`config.mk`:
```
export PLATFORM = sky130hd
export DESIGN_NAME = lru_key_value_cache_unit
export DESIGN_NICKNAME = d
export VERILOG_FILES = /design/src/rtl/lkvc_pkg.sv /design/src/rtl/lkvc_ctrl.sv /design/src/rtl/lkvc_datapath.sv /design/src/rtl/lru_key_value_cache_unit.sv
export SDC_FILE = /design/constraint.sdc
export NUM_CORES = 2
export LEC_CHECK = 0
export BUFFER_PORTS_ARGS = -buffer_cell sky130_fd_sc_hd__clkbuf_2
export CORE_UTILIZATION = 40
export DETAILED_ROUTE_END_ITERATION = 8
export GPL_ROUTABILITY_DRIVEN = 0
export GPL_TIMING_DRIVEN = 0
export PLACE_DENSITY = 0.67
export SYNTH_ARGS = -nofsm -noshare
export SYNTH_HDL_FRONTEND = slang
export SYNTH_HIERARCHICAL = 1
export SYNTH_SLANG_ARGS = --single-unit
```
`constraint.sdc`:
```
create_clock -name clk -period 9.6 [get_ports clk]
set_input_delay 0.96 -clock clk [delete_from_list [all_inputs] [get_ports clk]]
set_output_delay 0.96 -clock clk [all_outputs]
set_load 0.01 [all_outputs]
```
`src/rtl/lkvc_pkg.sv`:
```
// Shared definitions for the LRU key-value cache: default sizes, command
// codes, controller states and the controller/datapath interface structs.
// No dependencies.
`timescale 1ns / 1ps

package lkvc_pkg;

  // Default build sizes.
  localparam int DepthDef     = 16;
  localparam int KeyBitsDef   = 16;
  localparam int ValueBitsDef = 32;

  // Capacity register.
  localparam int CapW     = 5;
  localparam int CapReset = 16;

  // Request codes.
  localparam logic CMD_GET = 1'b0;
  localparam logic CMD_PUT = 1'b1;

  typedef enum logic [1:0] {
    ST_IDLE,
    ST_LOOKUP,
    ST_WRITE
  } lkvc_state_t;

  // Commands from the controller to the datapath.
  typedef struct packed {
    logic capture;  // latch a new request
    logic lookup;   // run the associative search
    logic write;    // commit the update and present the result
  } lkvc_ctrl_t;

  // Status from the datapath to the controller.
  typedef struct packed {
    logic is_get;
  } lkvc_stat_t;

endpackage

```
`src/rtl/lkvc_ctrl.sv`:
```
// Request sequencer for the LRU key-value cache.
// Depends on lkvc_pkg.
`timescale 1ns / 1ps

module lkvc_ctrl import lkvc_pkg::*; (
  input  logic       clk,
  input  logic       rst,
  input  logic       start,
  output logic       busy,
  output logic       done,
  output lkvc_ctrl_t ctrl,
  input  lkvc_stat_t stat
);

  lkvc_state_t state;
  lkvc_state_t state_next;
  logic        accept;

  always_ff @(posedge clk) begin
    if (rst) begin
      state <= ST_IDLE;
    end else begin
      state <= state_next;
    end
  end

  always_comb begin
    busy         = (state == ST_LOOKUP);
    accept       = start && !busy;
    state_next   = state;
    ctrl.capture = accept;
    ctrl.lookup  = 1'b0;
    ctrl.write   = 1'b0;
    done         = 1'b0;
    unique case (state)
      ST_IDLE: begin
        if (accept) begin
          state_next = ST_LOOKUP;
        end
      end
      ST_LOOKUP: begin
        ctrl.lookup = 1'b1;
        state_next  = ST_WRITE;
      end
      ST_WRITE: begin
        // A new request may be taken while this one commits.
        ctrl.write = 1'b1;
        done       = stat.is_get;
        state_next = accept ? ST_LOOKUP : ST_IDLE;
      end
      default: begin
        state_next = ST_IDLE;
      end
    endcase
  end

endmodule

```
`src/rtl/lkvc_datapath.sv`:
```
// Entry storage, associative search and recency update for the LRU cache.
// Depends on lkvc_pkg.
`timescale 1ns / 1ps

module lkvc_datapath import lkvc_pkg::*; #(
  parameter int DEPTH      = DepthDef,
  parameter int KEY_BITS   = KeyBitsDef,
  parameter int VALUE_BITS = ValueBitsDef
) (
  input  logic                  clk,
  input  logic                  rst,
  input  logic                  cfg_we,
  input  logic [CapW-1:0]       cfg_wdata,
  input  lkvc_ctrl_t            ctrl,
  output lkvc_stat_t            stat,
  input  logic                  command,
  input  logic [KEY_BITS-1:0]   lookup_key,
  input  logic [VALUE_BITS-1:0] store_value,
  output logic                  found,
  output logic [VALUE_BITS-1:0] read_value
);

  localparam int IdxW     = (DEPTH > 1) ? $clog2(DEPTH) : 1;
  localparam int RankW    = IdxW;
  localparam int CntW     = $clog2(DEPTH + 1);
  localparam int CntReset = (CapReset > DEPTH) ? DEPTH : CapReset;

  // Active entry count, saturated to 1..DEPTH.
  logic [CntW-1:0] count;
  logic [CntW-1:0] count_new;
  logic [CntW-1:0] count_m1;

  // Latched request.
  logic                  cmd_q;
  logic [KEY_BITS-1:0]   key_q;
  logic [VALUE_BITS-1:0] val_q;

  // Entry state.
  logic [DEPTH-1:0]    valid;
  logic [KEY_BITS-1:0] keys  [DEPTH];
  logic [RankW-1:0]    ranks [DEPTH];
  logic [VALUE_BITS-1:0] value_mem [DEPTH];
  logic [VALUE_BITS-1:0] rd_data;

  // Search results, combinational and registered.
  logic            hit_c, free_c;
  logic [IdxW-1:0] hit_idx_c, free_idx_c, vict_idx_c;
  logic [RankW-1:0] hit_rank_c;
  logic            hit_q, free_q;
  logic [IdxW-1:0] slot_q;
  logic [CntW-1:0] old_rank_q;
  logic            wr_value, age_en;

  always_comb begin
    if (cfg_wdata == '0) begin
      count_new = CntW'(1);
    end else if (32'(cfg_wdata) > DEPTH) begin
      count_new = CntW'(DEPTH);
    end else begin
      count_new = CntW'(cfg_wdata);
    end
  end

  assign count_m1 = count - CntW'(1);

  // Lowest-numbered hit and free entry; the victim holds the oldest rank.
  always_comb begin
    hit_c      = 1'b0;
    free_c     = 1'b0;
    hit_idx_c  = '0;
    free_idx_c = '0;
    vict_idx_c = '0;
    hit_rank_c = '0;
    for (int j = DEPTH - 1; j >= 0; j--) begin
      if (CntW'(j) < count) begin
        if (valid[j] && keys[j] == key_q) begin
          hit_c      = 1'b1;
          hit_idx_c  = IdxW'(j);
          hit_rank_c = ranks[j];
        end
        if (!valid[j]) begin
          free_c     = 1'b1;
          free_idx_c = IdxW'(j);
        end
        if (valid[j] && CntW'(ranks[j]) == count_m1) begin
          vict_idx_c = IdxW'(j);
        end
      end
    end
  end

  always_ff @(posedge clk) begin
    if (ctrl.capture) begin
      cmd_q <= command;
      key_q <= lookup_key;
      val_q <= store_value;
    end
    if (ctrl.lookup) begin
      rd_data <= value_mem[hit_idx_c];
      hit_q   <= hit_c;
      free_q  <= free_c;
      if (hit_c) begin
        slot_q     <= hit_idx_c;
        old_rank_q <= CntW'(hit_rank_c);
      end else if (free_c) begin
        slot_q     <= free_idx_c;
        old_rank_q <= count;
      end else begin
        slot_q     <= vict_idx_c;
        old_rank_q <= count_m1;
      end
    end
  end

  assign wr_value = ctrl.write && (cmd_q == CMD_PUT);
  assign age_en   = ctrl.write && ((cmd_q == CMD_PUT) || hit_q);

  always_ff @(posedge clk) begin
    if (wr_value) begin
      value_mem[slot_q] <= val_q;
    end
  end

  always_ff @(posedge clk) begin
    if (wr_value && !hit_q) begin
      keys[slot_q] <= key_q;
    end
  end

  always_ff @(posedge clk) begin
    if (rst) begin
      count <= CntW'(CntReset);
      valid <= '0;
      for (int j = 0; j < DEPTH; j++) begin
        ranks[j] <= '0;
      end
    end else if (cfg_we) begin
      count <= count_new;
      valid <= '0;
      for (int j = 0; j < DEPTH; j++) begin
        ranks[j] <= '0;
      end
    end else if (age_en) begin
      if (wr_value && !hit_q && free_q) begin
        valid[slot_q] <= 1'b1;
      end
      for (int j = 0; j < DEPTH; j++) begin
        if (IdxW'(j) == slot_q) begin
          ranks[j] <= '0;
        end else if (valid[j] && (CntW'(j) < count) &&
                     (CntW'(ranks[j]) < old_rank_q)) begin
          ranks[j] <= ranks[j] + RankW'(1);
        end
      end
    end
  end

  assign stat.is_get = (cmd_q == CMD_GET);
  assign found       = hit_q;
  assign read_value  = hit_q ? rd_data : '0;

endmodule

```
`src/rtl/lru_key_value_cache_unit.sv`:
```
// Top level of the LRU key-value cache: sequencer plus datapath.
// Depends on lkvc_pkg, lkvc_ctrl and lkvc_datapath.
`timescale 1ns / 1ps

//  Channel   Handshake          Payload
//  -------   ----------------   ---------------------------------------
//  request   start / busy       command, lookup_key, store_value
//  result    done (one cycle)   found, read_value
//  config    cfg_we             cfg_wdata (capacity_in_use)
//
// A request transfer takes place at a rising edge with start high and busy
// low. The search runs in the next cycle (busy high), and the update commits
// in the cycle after; a new request may be started in the commit cycle. The
// rate is set by the associative search feeding the registered value-memory
// read ahead of the write-back. A get produces one result with done high for
// exactly one cycle; a put produces none. The receiver cannot stall results.
// Reset (rst, synchronous) empties the cache and sets the capacity to
// CapReset (16), or to DEPTH if that is smaller. There is no clearing pass,
// since valid bits live in flops.

module lru_key_value_cache_unit import lkvc_pkg::*; #(
  parameter int DEPTH      = DepthDef,
  parameter int KEY_BITS   = KeyBitsDef,
  parameter int VALUE_BITS = ValueBitsDef
) (
  input  logic                  clk,
  input  logic                  rst,
  input  logic                  cfg_we,
  input  logic [CapW-1:0]       cfg_wdata,
  input  logic                  start,
  output logic                  busy,
  input  logic                  command,
  input  logic [KEY_BITS-1:0]   lookup_key,
  input  logic [VALUE_BITS-1:0] store_value,
  output logic                  done,
  output logic                  found,
  output logic [VALUE_BITS-1:0] read_value
);

  lkvc_ctrl_t ctrl;
  lkvc_stat_t stat;

  // The controller sequences each request through search and commit.
  lkvc_ctrl u_ctrl (
    .clk   (clk),
    .rst   (rst),
    .start (start),
    .busy  (busy),
    .done  (done),
    .ctrl  (ctrl),
    .stat  (stat)
  );

  // The datapath holds the entries and performs the recency update. A
  // capacity write also empties the cache.
  lkvc_datapath #(
    .DEPTH      (DEPTH),
    .KEY_BITS   (KEY_BITS),
    .VALUE_BITS (VALUE_BITS)
  ) u_datapath (
    .clk         (clk),
    .rst         (rst),
    .cfg_we      (cfg_we),
    .cfg_wdata   (cfg_wdata),
    .ctrl        (ctrl),
    .stat        (stat),
    .command     (command),
    .lookup_key  (lookup_key),
    .store_value (store_value),
    .found       (found),
    .read_value  (read_value)
  );

endmodule
```
### After elaboration in Yosys (flattened, before gate mapping)

Memories as Yosys holds them, arrays and structs flattened. A register that Yosys moved wholly into a read port is not among the register bits.
Cells that the tools add are included.

* multiply operators: 0
* reduce and logical (&&, ||, !) cells: 78
* multiplexer cells: 440
* divide/modulo/power cells: 0
* bitwise logic cells: 50
* shifts and indexed selects: 0
* order comparisons: 35
* $add $sub $neg: 17
* eq/ne operators: 50

Operator list (count)
* 4-bit 2-to-1 mux: 179
* 16-bit equality test: 16
* 1-bit 2-to-1 mux: 254
* 4-bit by 5-bit equality test with 1-bit output: 16
* 4-bit by 5-bit < comparator with 1-bit output: 16
* 1-bit logical AND: 70
* 4-bit by 1-bit adder with 4-bit output (second input constant): 16
* 1-bit bitwise OR: 48
* 4-bit by 5-bit < comparator with 1-bit output (first input constant): 8
* 4-bit equality test (first input constant): 8
* 32-bit 2-to-1 mux: 1
* 3-bit by 5-bit < comparator with 1-bit output (first input constant): 4
* 3-bit by 4-bit equality test with 1-bit output (first input constant): 4
* 16-bit bitwise OR: 1
* 5-bit 2-to-1 mux: 3
* 1-bit by 5-bit < comparator with 1-bit output (first input constant): 2
* 2-bit by 5-bit < comparator with 1-bit output (first input constant): 2
* 2-bit by 4-bit equality test with 1-bit output (first input constant): 2
* 2-bit case mux with 3 select lines: 1
* 5-bit > comparator (second input constant): 1
* 5-bit logical NOT: 1
* 4-bit by 5-bit < comparator with 1-bit output (second input constant): 1
* 5-bit by 1-bit subtractor with 5-bit output (second input constant): 1
* 1-bit demux with 4-bit select: 1
* 13 further kinds: 14

* word-level logic and storage cells: 684
* RAM bits: 832
* latch bits: 0
* bits in read-only memories: 0
* memories kept: 3
* output and inout bits: 35
* register bits after elaboration: 83

Memory list
* u_datapath.value_mem: depth 16, bits a word 32, rd ports 1, clocked after Yosys merged registers in 1, write ports 1, line lkvc_datapath.sv:42 `logic [VALUE_BITS-1:0] value_mem [DEPTH];`
* u_datapath.keys: depth 16, bits a word 16, rd ports 16, clocked after Yosys merged registers in 0, write ports 1, line lkvc_datapath.sv:40 `logic [KEY_BITS-1:0] keys [DEPTH];`
* u_datapath.ranks: depth 16, bits a word 4, rd ports 16, clocked after Yosys merged registers in 0, write ports 16, line lkvc_datapath.sv:41 `logic [RankW-1:0] ranks [DEPTH];`

### Depth between registers and ports, before layout

* word-level depth: 37
* gate-level depth with buffers: 19
* gate-level depth less buffers: 12

### Modules after synthesis

Netlist, hierarchy kept.

Modules (own cells, without submodules)
* lkvc_datapath: times used 1, area each 42029.1 um^2, cells an instance 3015, seq. area each 28167.0 um^2
* lkvc_ctrl: times used 1, area each 102.6 um^2, cells an instance 11, seq. area each 40.0 um^2

### Worst setup path after synthesis

OpenSTA, ideal clock, no wires.

* path kind: reg2reg
* from: register u_datapath.count[0]
* to: register u_datapath.slot_q[0] (data pin)
* path slack: 5476 ps
* cell stages (with the launch flop): 17
* library setup time: 272 ps
* arrival time: 3852 ps
* data required time: 9328 ps
* period minus slack after synthesis: 4124 ps
* cells stage by stage: dfxtp_1 buf_2 buf_1 buf_1 inv_1 ha_1 clkbuf_1 buf_1 xnor2_1 nor3_1 nand4_1 a21boi_0 o21ai_0 a21oi_1 o21ai_0 a2111oi_0 a21oi_1

* longest elaborated chain between the ends: 37
* elaborated cells on any way between the ends: 207

Ends and longest elaborated chain
* start, declared: line lkvc_datapath.sv:29 `logic [CntW-1:0] count;`
* start signal, assigned: line lkvc_datapath.sv:132 `count <= CntW'(CntReset);`
* start signal, assigned: line lkvc_datapath.sv:138 `count <= count_new;`
* 5-bit by 1-bit subtractor with 5-bit output: line lkvc_datapath.sv:64 `assign count_m1 = count - CntW'(1);`
* 4-bit by 5-bit equality test with 1-bit output: line lkvc_datapath.sv:85 `if (valid[j] && CntW'(ranks[j]) == count_m1) begin`
* 1-bit logical AND: line lkvc_datapath.sv:85
* 4-bit 2-to-1 mux: line lkvc_datapath.sv:85
* 4-bit 2-to-1 mux: line lkvc_datapath.sv:75 `if (CntW'(j) < count) begin`
* 4-bit 2-to-1 mux: line lkvc_datapath.sv:85
* 4-bit 2-to-1 mux: line lkvc_datapath.sv:75
* 4-bit 2-to-1 mux: line lkvc_datapath.sv:85
* (+21 left out)
* 4-bit 2-to-1 mux: line lkvc_datapath.sv:85
* 4-bit 2-to-1 mux: line lkvc_datapath.sv:75
* 4-bit 2-to-1 mux: line lkvc_datapath.sv:85
* 4-bit 2-to-1 mux: line lkvc_datapath.sv:75
* 4-bit 2-to-1 mux: line lkvc_datapath.sv:85
* 4-bit 2-to-1 mux: line lkvc_datapath.sv:75
* 4-bit 2-to-1 mux: line lkvc_datapath.sv:105 `end else if (free_c) begin`
* 4-bit 2-to-1 mux (*): line lkvc_datapath.sv:102 `if (hit_c) begin`
* end signal, assigned: line lkvc_datapath.sv:103 `slot_q <= hit_idx_c;`
* end signal, assigned: line lkvc_datapath.sv:106 `slot_q <= free_idx_c;`
* end signal, assigned: line lkvc_datapath.sv:109 `slot_q <= vict_idx_c;`
* end, declared: line lkvc_datapath.sv:50 `logic [IdxW-1:0] slot_q;`

Every way passes the cells marked *; elsewhere a longest branch is shown, timed or not.
A chain may end at the register's enable or synchronous reset.

### Final worst setup path

Ends and elaborated chain as after synthesis.

==> flow_summary.json <==
{
  "rows": 118,
  "finClkSkew_ps": 28.2,
  "drv_slew": 0,
  "worst_slack_ps": 3350,
  "synth_nets": 3150,
  "viasPerCell": 5.95,
  "crit_buf_inv": 6,
  "tightest_slew_ps": 1350,
  "place_area_um2": 44800,
  "async_flop_share": 0,
  "dp_slack_ps": 3460,
  "dr.first_iter.drc_count": 3789,
  "grt_pass1_wl_mm": 178,
  "wl_per_cell_um": 26.4,
  "power_frac_comb": 0.037,
  "ant_nets": 0,
  "ir_drop_uv": 128,
  "layout-drive-gt1-share": 0.123,
  "maxCapViolCount": 0,
  "rsz0062_at_grt": "false",
  "worstSetupEndpointType": "flop",
  "ios": 93,
  "rr_startpoint": "u_datapath/count[0]$_SDFFE_PP0P_",
  "finalSetupViolCount": 0,
  "slew_headroom": 0.0973,
  "grt.total_usage": 0.227,
  "cpPeakStageDelay_ps": 770,
  "dp_hpwl_mm": 82.0,
  "root_buffer": "clkbuf_16",
  "cp_max_fo": 10,
  "worstPathArrival_ps": 6650,
  "dieArea_um2": 107000,
  "core_area_um2": 104000,
  "p_int_w": 0.00687,
  "die_width_um": 327,
  "cp.required_ps": 10000,
  "layout_common_cells": "924 x edfxtp_1, 205 x nor2_1, 191 x xor2_1, 167 x xnor2_1, 121 x nand2_1",
  "clkLatencyLatePin_ps": 680,
  "power_frac_clock": 0.430,
  "power_density_nw_per_um2": 183,
  "startpoint_type": "flop",
  "syn-cell-area_um2": 42100,
  "initial_utilization": 0.405,
  "worstSetupPathType": "reg2reg",
  "holdWs_ps": 452,
  "fill_cells": 9048,
  "syn_inst": 3026,
  "crit_path_top_delay_cell": "buf_1",
  "post_cts_resized": 0,
  "seqPwrFrac": 0.533,
  "fin_nets": 3361,
  "stdcell_area_um2": 48000,
  "yosys_warnings": 6,
  "syn_avg_cell_area_um2": 13.9,
  "hold_violations": 0,
  "first_pass_iters": 6,
  "cp-startpoint": "u_datapath/count[0]$_SDFFE_PP0P_",
  "power.switching_w": 0.00190,
  "area_growth_pct": 14.0,
  "cp_common_cell": "buf_1",
  "cp_cell_sequence": "buf_2 > buf_1 > buf_1 > inv_1 > ha_1 > clkbuf_1 > buf_1 > xnor2_1 > nor3_1 > nand4_1 > a21boi_0 > o21ai_0 > a21oi_1 > o21ai_0 > a2111oi_0 > a21oi_1",
  "post_cts_buffers": 0,
  "endpoint": "u_datapath/slot_q[0]$_DFFE_PP_",
  "antenna_found_initial": 1,
  "vias": 27909,
  "cts_tree": "done",
  "clk_pin_slew_ps": 60,
  "cp.depth": 16,
  "fmax_mhz": 160,
  "p_leak_nw": 15.9,
  "status": "finished clean",
  "ff2ff_path_depth": 16,
  "p_sw_frac": 0.217,
  "cts_max_path_buffers": 3,
  "h-tree-depth": 3,
  "grt_pass1_vias": 26649,
  "die_h_um": 327,
  "synth_ff_type": "edfxtp_1",
  "synth-seq-cells": 947,
  "remaining_drc_errors": 0,
  "hold_class": "in2reg",
  "reg2reg_slack_ps": 3350,
  "cts_inserted_buffers": 97,
  "setup_tns_ps": 0,
  "grt_start_max_net_pins": 50,
  "final_common_cell": "edfxtp_1",
  "postCtsHoldBufs": 0,
  "rr_endpoint": "u_datapath/slot_q[0]$_DFFE_PP_",
  "synth_edf_count": 924,
  "gr-total-overflow": 0,
  "period_share": 0.651,
  "period_needed_ps": 6250,
  "synth_cell_types": 98,
  "io_buffers": 92,
  "crit_family": "buffers and inverters",
  "cts.sinks": 947,
  "routed_wl_mm": 124,
  "seq_area_frac_synth": 0.669
}
-- worst min-delay path by stage --
stage | start | end | cells past startpoint
after floorplan | u_datapath/valid[11]$_SDFFE_PP0P_ | u_datapath/valid[11]$_SDFFE_PP0P_ | 2
after global placement | u_ctrl/state[0]$_SDFFE_PP0P_ | u_ctrl/state[0]$_SDFFE_PP0P_ | 1
after detailed placement | u_datapath/valid[11]$_SDFFE_PP0P_ | u_datapath/valid[11]$_SDFFE_PP0P_ | 2
after CTS | store_value[25] | u_datapath/val_q[25]$_DFFE_PP_ | 1
after global routing | store_value[21] | u_datapath/val_q[21]$_DFFE_PP_ | 1
final | store_value[26] | u_datapath/val_q[26]$_DFFE_PP_ | 1
-- routing by layer --
metal  global-route usage  routed length, um
met5                    0                  0
met4               0.0830               4540
met3               0.0418              12200
met2                0.360              57100
met1                0.311              50000
-- state kept, by name, indices dropped and copies added (netlist names) --
signal,cells
u_ctrl/state,2
u_datapath/val_q,32
u_datapath/valid,16
u_datapath/found,1
u_datapath/key_q,16
u_datapath/value_mem,512
u_datapath/ranks,64
u_datapath/old_rank_q,5
u_datapath/free_q,1
u_datapath/cmd_q,1
u_datapath/count,5
u_datapath/slot_q,4
u_datapath/rd_data,32
u_datapath/keys,256
-- cell families after synthesis --
group,after synthesis,share of synthesized area
AO/OA/AOI/OAI,574,0.101
XOR/XNOR,363,0.0769
adder cells (fa/ha/maj),66,0.0196
buffers and inverters,209,0.0238
flip-flops,947,0.669
multiplexers,12,0.00285
AND/OR/NAND/NOR,855,0.106
-- metrics by stage --
step | util | std cells | total power (W)
floorplan | - | 3026 | 0.00493
global placement | 0.426 | 4498 | 0.00507
detailed placement | 0.431 | 4515 | 0.00508
CTS | 0.462 | 4687 | 0.00881
global route | 0.462 | 4690 | 0.00900
finish | 0.462 | 4692 | 0.00877
-- area by class of cell --
cell class | count | area [um2] | area share
diodes | 2 | 5.00 | 0.000104
plain buffers | 158 | 812 | 0.0169
clock buffers | 119 | 2530 | 0.0527
clock inverters | 53 | 633 | 0.0132
inverters | 51 | 191 | 0.00399
multi-input cells | 1870 | 13100 | 0.272
flip-flops and latches | 947 | 28200 | 0.587
well taps | 1380 | 1730 | 0.0359
repair buffers | 112 | 856 | 0.0178
-- power groups by stage --
stage | Sequential [W] | Combinational [W] | Clock [W]
after floorplan | 0.00471 | 0.000217 | 0
after global placement | 0.00476 | 0.000312 | 0
after detailed placement | 0.00476 | 0.000319 | 0
after CTS | 0.00467 | 0.000321 | 0.00382
after global routing | 0.00468 | 0.000350 | 0.00398
final | 0.00468 | 0.000324 | 0.00377
-- synthesized netlist by cell type, types with 50 or more instances --
cell,count,area (um2)
nand2_1,121,454
clkbuf_1,63,236
o21ai_0,69,345
nor4_1,66,413
o22ai_1,81,507
edfxtp_1,924,27700
ha_1,66,826
a211oi_1,57,428
inv_1,50,188
xor2_1,191,1670
nand3_1,92,460
a21oi_1,54,270
nor3_1,56,280
nand4_1,51,319
nor2_1,232,871
xnor2_1,167,1460
Note: power is estimated with default switching activity, not from simulation.
